--- config.mk ---
export PLATFORM = sky130hd
export DESIGN_NAME = utf8_stream_decoder_core
export DESIGN_NICKNAME = d
export VERILOG_FILES = /design/src/rtl/core/utf8d_pkg.sv /design/src/rtl/core/utf8_stream_decoder_core.sv /design/src/rtl/core/utf8d_step.sv /design/src/rtl/core/utf8d_out_reg.sv
export SDC_FILE = /design/constraint.sdc
export NUM_CORES = 1
export LEC_CHECK = 0
export ABC_CLOCK_PERIOD_IN_PS = 2400
export BUFFER_PORTS_ARGS = -buffer_cell sky130_fd_sc_hd__buf_2
export CAP_MARGIN = 20
export CORE_MARGIN = 4
export CORE_UTILIZATION = 48
export DETAILED_ROUTE_END_ITERATION = 10
export GPL_TIMING_DRIVEN = 0
export PLACE_DENSITY = 0.76
export SYNTH_ARGS = -nofsm -noshare
export SYNTH_HDL_FRONTEND = slang
export SYNTH_SLANG_ARGS = --single-unit
--- constraint.sdc ---
create_clock -name clock -period 2.4 [get_ports clock]
set_input_delay 0.24 -clock clock [delete_from_list [all_inputs] [get_ports clock]]
set_output_delay 0.24 -clock clock [all_outputs]
set_load 0.005 [all_outputs]
--- src/rtl/core/utf8d_pkg.sv ---
`timescale 1ns / 1ps
// ---------------------------------------------------------------------------
// utf8d_pkg
// Shared types, status codes and lead-byte helpers for the UTF-8 decoder.
// ---------------------------------------------------------------------------
package utf8d_pkg;

   localparam int CodeWidth   = 32;
   localparam int CountWidth  = 3;
   localparam int StatusWidth = 2;
   localparam int RspDataWidth = 40;   // 37 field bits padded to whole bytes

   typedef enum logic [StatusWidth-1:0] {
      STATUS_OK      = 2'd0,
      STATUS_STRAY   = 2'd1,
      STATUS_BADCONT = 2'd2
   } status_type;

   localparam logic [1:0] ContTag  = 2'b10;
   localparam logic [5:0] ContMask = 6'h3f;

   // decoder state carried from beat to beat
   typedef struct packed {
      logic [CountWidth-1:0] bytes_remaining;
      logic [CountWidth-1:0] sequence_length;
      logic [CodeWidth-1:0]  accumulator;
   } dec_state_type;

   // one result item
   typedef struct packed {
      status_type            status;
      logic [CountWidth-1:0] byte_count;
      logic [CodeWidth-1:0]  code_point;
   } dec_result_type;

   // sequence length from a lead byte, zero for a continuation byte
   function automatic logic [CountWidth-1:0] lead_length(input logic [7:0] b);
      logic [CountWidth-1:0] n;
      unique casez (b)
         8'b0???????: n = 3'd1;
         8'b10??????: n = 3'd0;
         8'b110?????: n = 3'd2;
         8'b1110????: n = 3'd3;
         8'b11110???: n = 3'd4;
         8'b111110??: n = 3'd5;
         8'b1111110?: n = 3'd6;
         default:     n = 3'd7;
      endcase
      return n;
   endfunction

endpackage

--- src/rtl/core/utf8_stream_decoder_core.sv ---
`timescale 1ns / 1ps
// ---------------------------------------------------------------------------
// utf8_stream_decoder_core
// Wide-form UTF-8 byte stream decoder, up to seven bytes per character.
// ---------------------------------------------------------------------------
// One byte is taken per beat: the state update (remaining count, length,
// 32-bit accumulator) is combinational and registered on acceptance, and a
// finished character or an error status is held in the result
// register, which is refilled in the same cycle it is drained, so the input
// stalls only while a result waits on a stalled output. Leads and
// continuations that do not end a character produce no result beat.
// ---------------------------------------------------------------------------
module utf8_stream_decoder_core
   import utf8d_pkg::*;
(
   input  logic                    clock,
   input  logic                    reset,
   input  logic                    req_tvalid,
   output logic                    req_tready,
   input  logic [7:0]              req_tdata,   // [7:0] data_byte
   output logic                    rsp_tvalid,
   input  logic                    rsp_tready,
   output logic [RspDataWidth-1:0] rsp_tdata    // [31:0] code_point, [34:32] byte_count,
                                                // [36:35] status, [39:37] zero
);

   dec_state_type  state_ff, state_in;
   dec_state_type  step_nxt;
   dec_result_type step_res;
   logic           step_valid;
   logic           can_load;
   logic           accept;

   assign req_tready = can_load;
   assign accept     = req_tvalid && can_load;

   utf8d_step u_step (
      .data_byte (req_tdata),
      .state_cur (state_ff),
      .state_nxt (step_nxt),
      .res_valid (step_valid),
      .res       (step_res)
   );

   assign state_in = accept ? step_nxt : state_ff;

   always_ff @(posedge clock) begin
      if (reset) begin
         state_ff <= '0;
      end else begin
         state_ff <= state_in;
      end
   end

   utf8d_out_reg u_out (
      .clock      (clock),
      .reset      (reset),
      .load       (accept),
      .res_valid  (step_valid),
      .res        (step_res),
      .can_load   (can_load),
      .rsp_tvalid (rsp_tvalid),
      .rsp_tready (rsp_tready),
      .rsp_tdata  (rsp_tdata)
   );

endmodule

--- src/rtl/core/utf8d_step.sv ---
`timescale 1ns / 1ps
// ---------------------------------------------------------------------------
// utf8d_step
// Combinational decode of one byte against the current state: next state
// and the result item, if the byte produces one.
// ---------------------------------------------------------------------------
module utf8d_step
   import utf8d_pkg::*;
(
   input  logic [7:0]     data_byte,
   input  dec_state_type  state_cur,
   output dec_state_type  state_nxt,
   output logic           res_valid,
   output dec_result_type res
);

   logic [CountWidth-1:0] lead_n;
   logic [7:0]            lead_bits;
   logic [CodeWidth-1:0]  acc_shift;
   logic                  is_cont;

   assign lead_n    = lead_length(data_byte);
   assign lead_bits = data_byte & (8'hff >> lead_n);
   assign acc_shift = {state_cur.accumulator[CodeWidth-7:0], data_byte[5:0] & ContMask};
   assign is_cont   = (data_byte[7:6] == ContTag);

   always_comb begin
      state_nxt      = state_cur;
      res_valid      = 1'b0;
      res.status     = STATUS_OK;
      res.byte_count = '0;
      res.code_point = '0;
      if (state_cur.bytes_remaining == '0) begin
         if (lead_n == '0) begin
            res_valid  = 1'b1;
            res.status = STATUS_STRAY;
         end else if (lead_n == 3'd1) begin
            state_nxt.accumulator     = {24'd0, lead_bits};
            state_nxt.sequence_length = '0;
            res_valid      = 1'b1;
            res.byte_count = 3'd1;
            res.code_point = {24'd0, lead_bits};
         end else begin
            state_nxt.accumulator     = {24'd0, lead_bits};
            state_nxt.sequence_length = lead_n;
            state_nxt.bytes_remaining = lead_n - 3'd1;
         end
      end else if (!is_cont) begin
         // partial sequence dropped along with the offending byte
         state_nxt  = '0;
         res_valid  = 1'b1;
         res.status = STATUS_BADCONT;
      end else begin
         state_nxt.accumulator     = acc_shift;
         state_nxt.bytes_remaining = state_cur.bytes_remaining - 3'd1;
         if (state_cur.bytes_remaining == 3'd1) begin
            state_nxt.sequence_length = '0;
            res_valid      = 1'b1;
            res.byte_count = state_cur.sequence_length;
            res.code_point = acc_shift;
         end
      end
   end

endmodule

--- src/rtl/core/utf8d_out_reg.sv ---
`timescale 1ns / 1ps
// ---------------------------------------------------------------------------
// utf8d_out_reg
// Result register of the decoder; refills in the same cycle it drains.
// ---------------------------------------------------------------------------
module utf8d_out_reg
   import utf8d_pkg::*;
(
   input  logic                    clock,
   input  logic                    reset,
   input  logic                    load,
   input  logic                    res_valid,
   input  dec_result_type          res,
   output logic                    can_load,
   output logic                    rsp_tvalid,
   input  logic                    rsp_tready,
   output logic [RspDataWidth-1:0] rsp_tdata
);

   logic           valid_ff, valid_in;
   dec_result_type data_ff, data_in;

   assign can_load = !valid_ff || rsp_tready;

   always_comb begin
      valid_in = valid_ff;
      data_in  = data_ff;
      if (load) begin
         valid_in = res_valid;
         data_in  = res;
      end else if (rsp_tready) begin
         valid_in = 1'b0;
      end
   end

   always_ff @(posedge clock) begin
      if (reset) begin
         valid_ff <= 1'b0;
      end else begin
         valid_ff <= valid_in;
      end
      data_ff <= data_in;
   end

   assign rsp_tvalid = valid_ff;
   assign rsp_tdata  = {{(RspDataWidth - $bits(dec_result_type)){1'b0}}, data_ff};

endmodule

## Word-level counts from Yosys, hierarchy flattened

Cells that the tools add are included.

- Register bits after elaboration: 70
- Bits in latches: 0
- Memory bits (writable): 0
- ROM bits: 0
- Memories kept: 0

- $add $sub $neg: 2
- $mul: 0
- Div/mod/pow operators: 0
- Magnitude comparators: 0
- Equality and inequality tests: 11
- Shift-type cells: 1
- Mux-type cells: 21
- Bitwise operators: 2
- Reduce and logical (&&, ||, !) cells: 9

Operators with widths:

| kind | count |
|---|---|
| $mux 35 | 4 |
| $mux 38 | 3 |
| $mux 37 | 1 |
| $mux 33 | 1 |
| $pmux 3 s7 | 1 |
| $and 8x8->8 | 1 |
| $mux 1 | 8 |
| $shr 8x3->8 const A | 1 |
| $eq 7x7->1 const B | 1 |
| $eq 3x1->1 const B | 2 |
| $eq 6x6->1 const B | 1 |
| $logic_not 3->1 | 2 |
| $mux 3 | 2 |
| $reduce_and 3->1 | 2 |
| $sub 3x1->3 const B | 2 |
| $eq 5x5->1 const B | 1 |
| $eq 4x4->1 const B | 1 |
| $ne 2x2->1 const B | 2 |
| $eq 3x3->1 const B | 1 |
| $ne 3x3->1 const B | 1 |
| $eq 2x2->1 const B | 1 |
| $mux 2 | 1 |
| $reduce_and 2->1 | 1 |
| $reduce_bool 2->1 | 1 |
| other kinds (4) | 4 |

## Logic depth before layout (Yosys ltp)

Gate-level depths: netlist of the first run.

- Depth after elaboration: 7
- Mapped depth: 10
- Mapped depth without buffers: 8

## By module

Synthesis of the first run repeated with hierarchy kept, for this count alone.

- Cell total of the unflattened synthesis: 371
- Area total of the unflattened synthesis: 4290.4 um2

By module, submodules not included:

| module | times used | cells an instance | area an instance (um2) | sequential area each (um2) |
|---|---|---|---|---|
| utf8_stream_decoder_core | 1 | 175 | 2085.8 | 760.7 |
| utf8d_out_reg | 1 | 45 | 1191.1 | 1131.1 |
| utf8d_step | 1 | 151 | 1013.5 | 0.0 |

## Least setup slack after synthesis of the first run

No wires, ideal clock.

- Kind: reg-to-reg
- Start: register u_out.valid_ff, in the netlist u_out.rsp_tvalid
- End: register u_out.data_ff, in the netlist u_out.rsp_tdata[0] (enable)
- Library setup time: 0.398 ns
- Data arrival time: 1.611 ns
- Data required time: 2.002 ns
- Path slack: 0.391 ns
- Stages on the path, launching flop included: 4
- Clock period less this slack: 2.009 ns
- Path through: dfxtp_1 > nand2b_1 > clkbuf_1 > and2_1

- Cells in the longest elaborated chain, start to end: 3

Ends and longest elaborated chain:

| element | RTL line | RTL |
|---|---|---|
| start: declaration | utf8d_out_reg.sv:20 | `logic valid_ff, valid_in;` |
| start signal: assignment | utf8d_out_reg.sv:40 | `valid_ff <= valid_in;` |
| $logic_not 1->1 | utf8d_out_reg.sv:23 | `assign can_load = !valid_ff \|\| rsp_tready;` |
| $logic_or 1x1->1 | utf8d_out_reg.sv:23 |  |
| net req_tready | utf8_stream_decoder_core.sv:19 | `output logic req_tready,` |
| $logic_and 1x1->1 | utf8_stream_decoder_core.sv:35 | `assign accept = req_tvalid && can_load;` |
| net accept | utf8_stream_decoder_core.sv:32 | `logic accept;` |
| end signal: assignment | utf8d_out_reg.sv:42 | `data_ff <= data_in;` |
| end: declaration | utf8d_out_reg.sv:21 | `dec_result_type data_ff, data_in;` |

The timed path passes the listed nets, and every way through them passes these cells.
A chain may end at the register's enable or synchronous reset.

## Worst setup path after layout of the first run

- Start: register state_ff[35] in the netlist's numbering
- End: register state_ff[17] in the netlist's numbering

- Cells in the longest elaborated chain, start to end: 3
- Elaborated cells between the ends (all ways): 4
- Classes of those cells: eq/ne: 1; mux: 1; reduce/logical: 2

Ends and longest elaborated chain:

| element | RTL line | RTL |
|---|---|---|
| start: declaration | utf8_stream_decoder_core.sv:27 | `dec_state_type state_ff, state_in;` |
| start signal: assignment | utf8_stream_decoder_core.sv:51 | `state_ff <= state_in;` |
| $logic_not 3->1 * | utf8d_step.sv:33 | `if (state_cur.bytes_remaining == '0) begin` |
| $ne 2x2->1 (no line) | n/a |  |
| $reduce_and 2->1 (no line) | n/a |  |

Every way passes the cells marked *; elsewhere a longest branch is shown, timed or not.

==> qor.yml, run 1 <==
antenna_found_initial: 0
crit_path_max_fanout: 10
port-buffer-count: 49
timing.hold.worst_path_depth: 3
leading_cell_type_in_the_layout_fill_and_taps_excluded: "buf_2"
outcome: "finished clean"
max_stage_delay_ns: 0.60
via_count_of_the_first_global_routing_pass: 2166
synth-warning-count: 0
cts_hold_repair.buffers: 0
avgViaCountPerCell: 5.34
post_drt_wl_per_cell_um: 15.0
clock_sinks: 70
layout-drive-gt1-share: 0.246
core_area_sq_um: 6030
global_route_wire_length_before_repair_um: 10500
route.vias.total: 2220
share_of_the_synthesized_area_in_compound_gates_ao_oa_aoi_oai: 0.126
synth-seq-cells: 70
power.combinational.fraction: 0.136
largest_net_degree_at_the_start_of_global_routing: 38
finalSetupTns_ns: 0
finalSetupViolCount: 0
power.density_cell_area_nw_per_um2: 776
setup.reg_to_reg.worst_slack_ns: 0.42
diodes: 0
max_slew.worst_pin.slew_ns: 0.879
synthXorXnorAreaFrac: 0.00290
hpwl_um: 4360
yosys.area_share.simple: 0.196
timing.reg2reg.worst_path_depth: 7
cp-start-kind: "register"
main_combinational_cell_family_by_area_after_synthesis: "simple AND/OR/NAND/NOR gates"
route.detailed.drc: 0
path_category_of_the_worst_min_delay_check: "in2reg"
cts_tree: "yes"
clock_share_of_power: 0.378
clock-root-buffer: "clkbuf_8"
pre_cts_slack_ns: 0.122
drt_first_iter_violations: 109
pwr-share-seq: 0.485
crit_chain: "inv_1 -> ha_1 -> nand2b_1 -> o311ai_4 -> buf_6 -> nand2_1 -> a21oi_1"
power.ir.vdd_worst_mv: 0.443
regToRegEndpoint: "state_ff[17]"
timing_worst_setup_path_type: "reg2reg"
post_cts.repair.setup_buffers: 0
layout.nets: 355
cells_after_synthesis: 274
max_cap_viol_count: 0
rsz_0062_raised_after_global_routing: "false"
r2r_start: "state_ff[35]"
max-clock-path-buffers: 2
area_growth_syn_to_layout_pct: 18.8
whs_ns: 0.172
timing.max_slew.rel_slack: 0.414
yosys.area_share.adder: 0.0290
synth_sequential_area_ratio: 0.587
globalRoute.totalOverflow: 0
maxClockFrequency_ghz: 0.506
syn_area_sq_um: 3020
clk_pin_slew_worst_paths_ns: 0.08
synth_cell_types: 47
die_width_um: 87.3
worst_ep_required_time_ns: 2.67
min_delay_worst_endpoint: "state_ff[0]"
syn_avg_cell_area_sq_um: 11.0
die-height_um: 87.3
drtAntennaViolNets: 0
hold_viol: 0
worst_case_setup_margin_in_the_final_layout_ns: 0.422
critPathSlowestCell: "o311ai_4"
asyncSetResetFlopFracSynth: 0
post_cts_resized: 0
intPower_mw: 2.06
htree_num_levels: 3
hold_path.startpoint: "req_tdata[0]"
routed_wl_um: 6240
synth_mux_area_frac: 0.00663
clk-insertion-delay-late_ns: 0.35
cp.arrival_ns: 2.25
end_kind: "register"
numCtsBuffers: 9
layout_common_cells: "buf_2, edfxtp_1, dfxtp_1"
synth_flop_cell: "edfxtp_1"
drt_first_pass_iters: 4
switching_power_mw: 0.725
globalRouteTotalUtil: 0.179
swShare: 0.260
synth_enable_flop_cells: 37
initial_core_util: 0.501
gp_routability_congestion: 0.804
layout_min_cycle_time_ns: 1.98
timing.clock.skew_ns: 0.00787
slew_violations: 0
power.static_leakage_nw: 1.38
row_count: 28
min_period_over_period: 0.824
i_o_pin_count: 54
fp.dieArea_sq_um: 7630
-- through the flow --
stage                     power [mW]  cells  utilization  area (sq um)
after floorplan                 1.63    276            -          3030
after global placement          1.75    400        0.559          3370
after detailed placement        1.76    400        0.559          3370
after CTS                       2.80    416        0.596          3590
after global routing            2.91    416        0.596          3590
final                           2.79    416        0.596          3590
-- logic make-up after synthesis --
kind of cell,Yosys count
flip-flops,70
multiplexers,2
other,1
buffers and inverters,27
AO/OA/AOI/OAI,55
adder cells (fa/ha/maj),7
XOR/XNOR,1
AND/OR/NAND/NOR,111
-- registers in the layout, summed over array words and instances (netlist names) --
| signal | cells |
|---|---|
| u_out.rsp_tdata | 37 |
| u_out.rsp_tvalid | 1 |
| state_ff | 32 |
-- cell usage after synthesis (all sizes together) (6+ instances only) --
| cell type | instances | share of area |
|---|---|---|
| nor2b | 7 | 0.014 |
| ha | 7 | 0.029 |
| nand2b | 7 | 0.014 |
| nand3 | 19 | 0.031 |
| dfxtp | 33 | 0.22 |
| nand2 | 30 | 0.037 |
| inv | 6 | 0.0075 |
| buf | 13 | 0.034 |
| clkbuf | 8 | 0.0099 |
| a21oi | 30 | 0.051 |
| and2 | 29 | 0.060 |
| edfxtp | 37 | 0.37 |
-- final cells by class --
cell class,count,area [sq um]
fillers,509,2440
flip-flops and latches,70,1770
multi-input cells,179,1100
repair buffers,49,245
plain buffers,21,134
clock buffers,9,124
clock inverters,7,97.6
well taps,75,93.8
inverters,6,22.5
-- power by group through the flow --
| stage | Sequential (mW) | Clock (mW) | Combinational [mW] |
|---|---|---|---|
| final | 1.35 | 1.05 | 0.379 |
| after global routing | 1.36 | 1.12 | 0.424 |
| after CTS | 1.35 | 1.06 | 0.381 |
| after detailed placement | 1.38 | 0 | 0.379 |
| after global placement | 1.38 | 0 | 0.367 |
| after floorplan | 1.38 | 0 | 0.247 |
-- worst max-delay path by stage --
stage	to	cells past startpoint	start	slack, ns
2_1_floorplan	u_out.rsp_tdata[0]	3	u_out.rsp_tvalid	0.39
3_3_place_gp	u_out.rsp_tdata[17]	4	rsp_tready	0.05
3_5_place_dp	state_ff[34]	9	req_tdata[4]	0.12
4_1_cts	state_ff[17]	8	state_ff[35]	0.45
5_1_grt	state_ff[17]	8	state_ff[35]	0.30
6_report	state_ff[17]	7	state_ff[35]	0.42
-- metal layers --
metal  GRT usage  vias up  wire length, um
li1            -     1091                -
met1       0.224     1046             2560
met2       0.288       65             3150
met3      0.0397       18              377
met4      0.0921        0              154
met5           0        -                0
-- worst max-delay path, delay by kind of cell, from the launching register on --
family / cells / cell delay, ns
adders and majority gates: 1 / 0.24
DFF: 1 / 0.32
and+or+nand+nor: 2 / 0.25
AOI/OAI and AO/OA: 2 / 0.75
buffers and inverters: 2 / 0.34
Power figures use the tool's default switching activity.
==> run 2: changes to the inputs <==
- ABC_AREA: unset -> 1
- ABC_CLOCK_PERIOD_IN_PS: 2400 -> 1800
- PLACE_DENSITY: 0.76 -> 0.79
- clock period: 2.4 -> 1.8 ns (I/O delays scaled with it)
==> qor.yml, run 2 <==
regToRegEndpoint: "u_out.rsp_tdata[17]"
placedInstanceArea_sq_um: 3580  # +6.2%
asyncSetResetFlopFracSynth: 0  # unchanged
layout.nets: 446  # +26%
yosys_top_cell_by_area: "edfxtp_1"
drtAntennaViolNets: 0  # unchanged
layout.filler_cells: 518  # +1.8%
htree_num_levels: 3  # unchanged
power.total_mw: 3.79  # +36%
area_growth_syn_to_layout_pct: 21.2
share_of_the_synthesized_area_in_compound_gates_ao_oa_aoi_oai: 0.113  # -0.0124
power.ir.vdd_worst_mv: 0.642  # +45%
main_combinational_cell_family_by_area_after_synthesis: "simple AND/OR/NAND/NOR gates"
max_stage_delay_ns: 0.33  # -0.27 ns
drt_first_pass_iters: 5  # +1
cp-start-kind: "register"
largest_reg_flops: 37  # unchanged
synth_common_cells: "nor2_1, inv_1, nand2_1, edfxtp_1, dfxtp_1"
core_area_sq_um: 6390  # +6.0%
synth_area_leaders: "edfxtp_1, dfxtp_1, nor2_1"
power.density_cell_area_nw_per_um2: 981  # +26%
fin_area_sq_um: 3860  # +7.6%
die-height_um: 89.5  # +2.5%
finalSetupViolCount: 0  # unchanged
cp.arrival_ns: 1.79  # -0.46 ns
post-synth-top-count-cell: "nor2_1"
path_category_of_the_worst_min_delay_check: "in2reg"
globalRouteTotalUtil: 0.191  # +0.0123
worst_path_most_repeated_cell: "buf_6"
port-buffer-count: 50  # +2.0%
synth_flop_cell: "edfxtp_1"
initial_core_util: 0.499  # -0.00223
worst_ep_required_time_ns: 1.90  # -0.77 ns
synth_cell_types: 32  # -32%
synth_sequential_area_ratio: 0.556  # -0.0306
crit_chain: "inv_1 -> ha_2 -> inv_1 -> nor2_4 -> buf_6 -> nor2_4 -> nand2_1 -> buf_6 -> buf_6 -> nor2_1"
avgViaCountPerCell: 5.15  # -3.4%
min_delay_worst_endpoint: "state_ff[35]"
synth_enable_flop_cells: 37  # unchanged
syn_avg_cell_area_sq_um: 8.98  # -19%
synth_top_area_frac: 0.349  # -0.0192
crit_path_max_fanout: 10  # unchanged
cts_tree: "yes"
fp.dieArea_sq_um: 8010  # +5.0%
synth-warning-count: 0  # unchanged
post_drt_wl_per_cell_um: 13.8  # -8.0%
r2r_start: "state_ff[35]"
layoutNonFillerInstCount: 509  # +22%
gp_routability_congestion: 0.865  # +7.6%
dp.cells: 485  # +21%
clock-root-buffer: "clkbuf_8"
layout_common_cells: "nor2_1, buf_2, inv_1"
drt_first_iter_violations: 252  # +130%
clock_sinks: 70  # unchanged
largest_net_degree_at_the_start_of_global_routing: 26  # -32%
clk-insertion-delay-late_ns: 0.34  # about the same
routed_wl_um: 7020  # +13%
min_period_over_period: 0.942  # +0.118
critPathSlowestCell: "dfxtp_2"
synthXorXnorAreaFrac: 0.00275  # -0.000151
hold_path.startpoint: "reset"
antenna_found_initial: 0  # unchanged
syn_area_sq_um: 3190  # +5.5%
max_cap_viol_count: 0  # unchanged
yosys.area_share.simple: 0.195  # -0.00122
setup.reg_to_reg.worst_slack_ns: 0.10  # -0.32 ns
diodes: 0  # unchanged
timing.reg2reg.worst_path_depth: 10  # +3
route.detailed.drc: 0  # unchanged
end_kind: "register"
cells_after_synthesis: 355  # +30%
yosys.area_share.adder: 0.0275  # -0.00151
synth-seq-cells: 70  # unchanged
numCtsBuffers: 9  # unchanged
clk_pin_slew_worst_paths_ns: 0.07  # about the same
row_count: 29  # +3.6%
max-clock-path-buffers: 2  # unchanged
power.static_leakage_nw: 1.72  # +25%
via_count_of_the_first_global_routing_pass: 2515  # +16%
layout-drive-gt1-share: 0.264  # +0.0176
i_o_pin_count: 54  # unchanged
hold_viol: 0  # unchanged
timing_worst_setup_path_type: "reg2reg"
synth_mux_area_frac: 0  # -0.00663
global_route_wire_length_before_repair_um: 11700  # +11%
timing.hold.worst_path_depth: 2  # -1
maxClockFrequency_ghz: 0.590  # +17%
layout_min_cycle_time_ns: 1.70  # -0.282 ns
slew_violations: 0  # unchanged
globalRoute.totalOverflow: 0  # unchanged
route.vias.total: 2623  # +18%
die_width_um: 89.5  # +2.5%
leading_cell_type_in_the_layout_fill_and_taps_excluded: "nor2_1"
timing.clock.skew_ns: 0.00820  # +0.000327 ns
outcome: "finished clean"
whs_ns: 0.0879  # -0.0840 ns
hpwl_um: 4760  # +9.2%
run 2: how the worst max path moves through the flow:
| stage | startpoint | to | slack [ns] | depth (start not counted) |
|---|---|---|---|---|
| after CTS | state_ff[35] | u_out.rsp_tdata[17] | 0.02 | 10 |
| after global routing | state_ff[35] | u_out.rsp_tdata[17] | -0.009 | 10 |
| after global placement | rsp_tready | state_ff[8] | -0.27 | 8 |
| after floorplan | u_out.rsp_tvalid | state_ff[2] | 0.02 | 6 |
| final | state_ff[35] | u_out.rsp_tdata[17] | 0.10 | 10 |
| after detailed placement | req_tdata[7] | u_out.rsp_tdata[6] | -0.24 | 10 |
run 2: critical path, delay by kind of cell, from the launching register on:
kind / cells / cell delay, ns
buffers and inverters: 5 / 0.60
flip-flops: 1 / 0.33
AND/OR/NAND/NOR: 4 / 0.31
adder cells (fa/ha/maj): 1 / 0.20
run 2: final cells by class:
type	instances	area [sq um]	share of cell area
Timing Repair Buffer	59	338	0.0874
Tap cell	77	96.3	0.0249
Sequential cell	70	1770	0.459
Buffer	16	133	0.0343
Clock inverter	7	73.8	0.0191
Multi-Input combinational cell	216	1120	0.290
Inverter	55	206	0.0534
Clock buffer	9	124	0.0321
run 2: cells by family (layout without fill, tap and decap cells):
group                      Yosys count  count (layout)
other                                1               3
buffers and inverters               71             146
xor gates and xnor gates             1               1
DFF                                 70              70
AOI/OAI and AO/OA                   66              66
adders and majority gates            7               7
and+or+nand+nor                    139             139
run 2: timing repair:
action,CTS,global route
buffers inserted,2,6
setup endpoints to repair,14,43
resized for setup,2,7
hold buffers,0,0
endpoints found under the hold margin,0,0
pin swaps,1,2
run 2: per-stage QoR:
stage / util / worst slack (ns) / setup TNS, ns
finish: 0.605 / 0.104 / 0
detailed placement: 0.560 / -0.244 / -5.45
global route: 0.605 / -0.00876 / -0.0233
global placement: 0.556 / -0.273 / -6.47
CTS: 0.594 / 0.0231 / 0
floorplan: - / 0.0164 / 0
run 2: layer usage:
metal	up-vias	global-route usage	wire length, um
li1	1284	-	-
met1	1219	0.245	3010
met2	105	0.313	3420
met3	15	0.0488	479
met4	0	0.0663	108
met5	-	0	0
run 2: power breakdown:
group	internal, mW	leakage (nW)	switching (mW)	total, mW
Combinational	0.257	0.973	0.412	0.669
Clock	0.644	0.0996	0.612	1.26
Sequential	1.81	0.648	0.0511	1.87
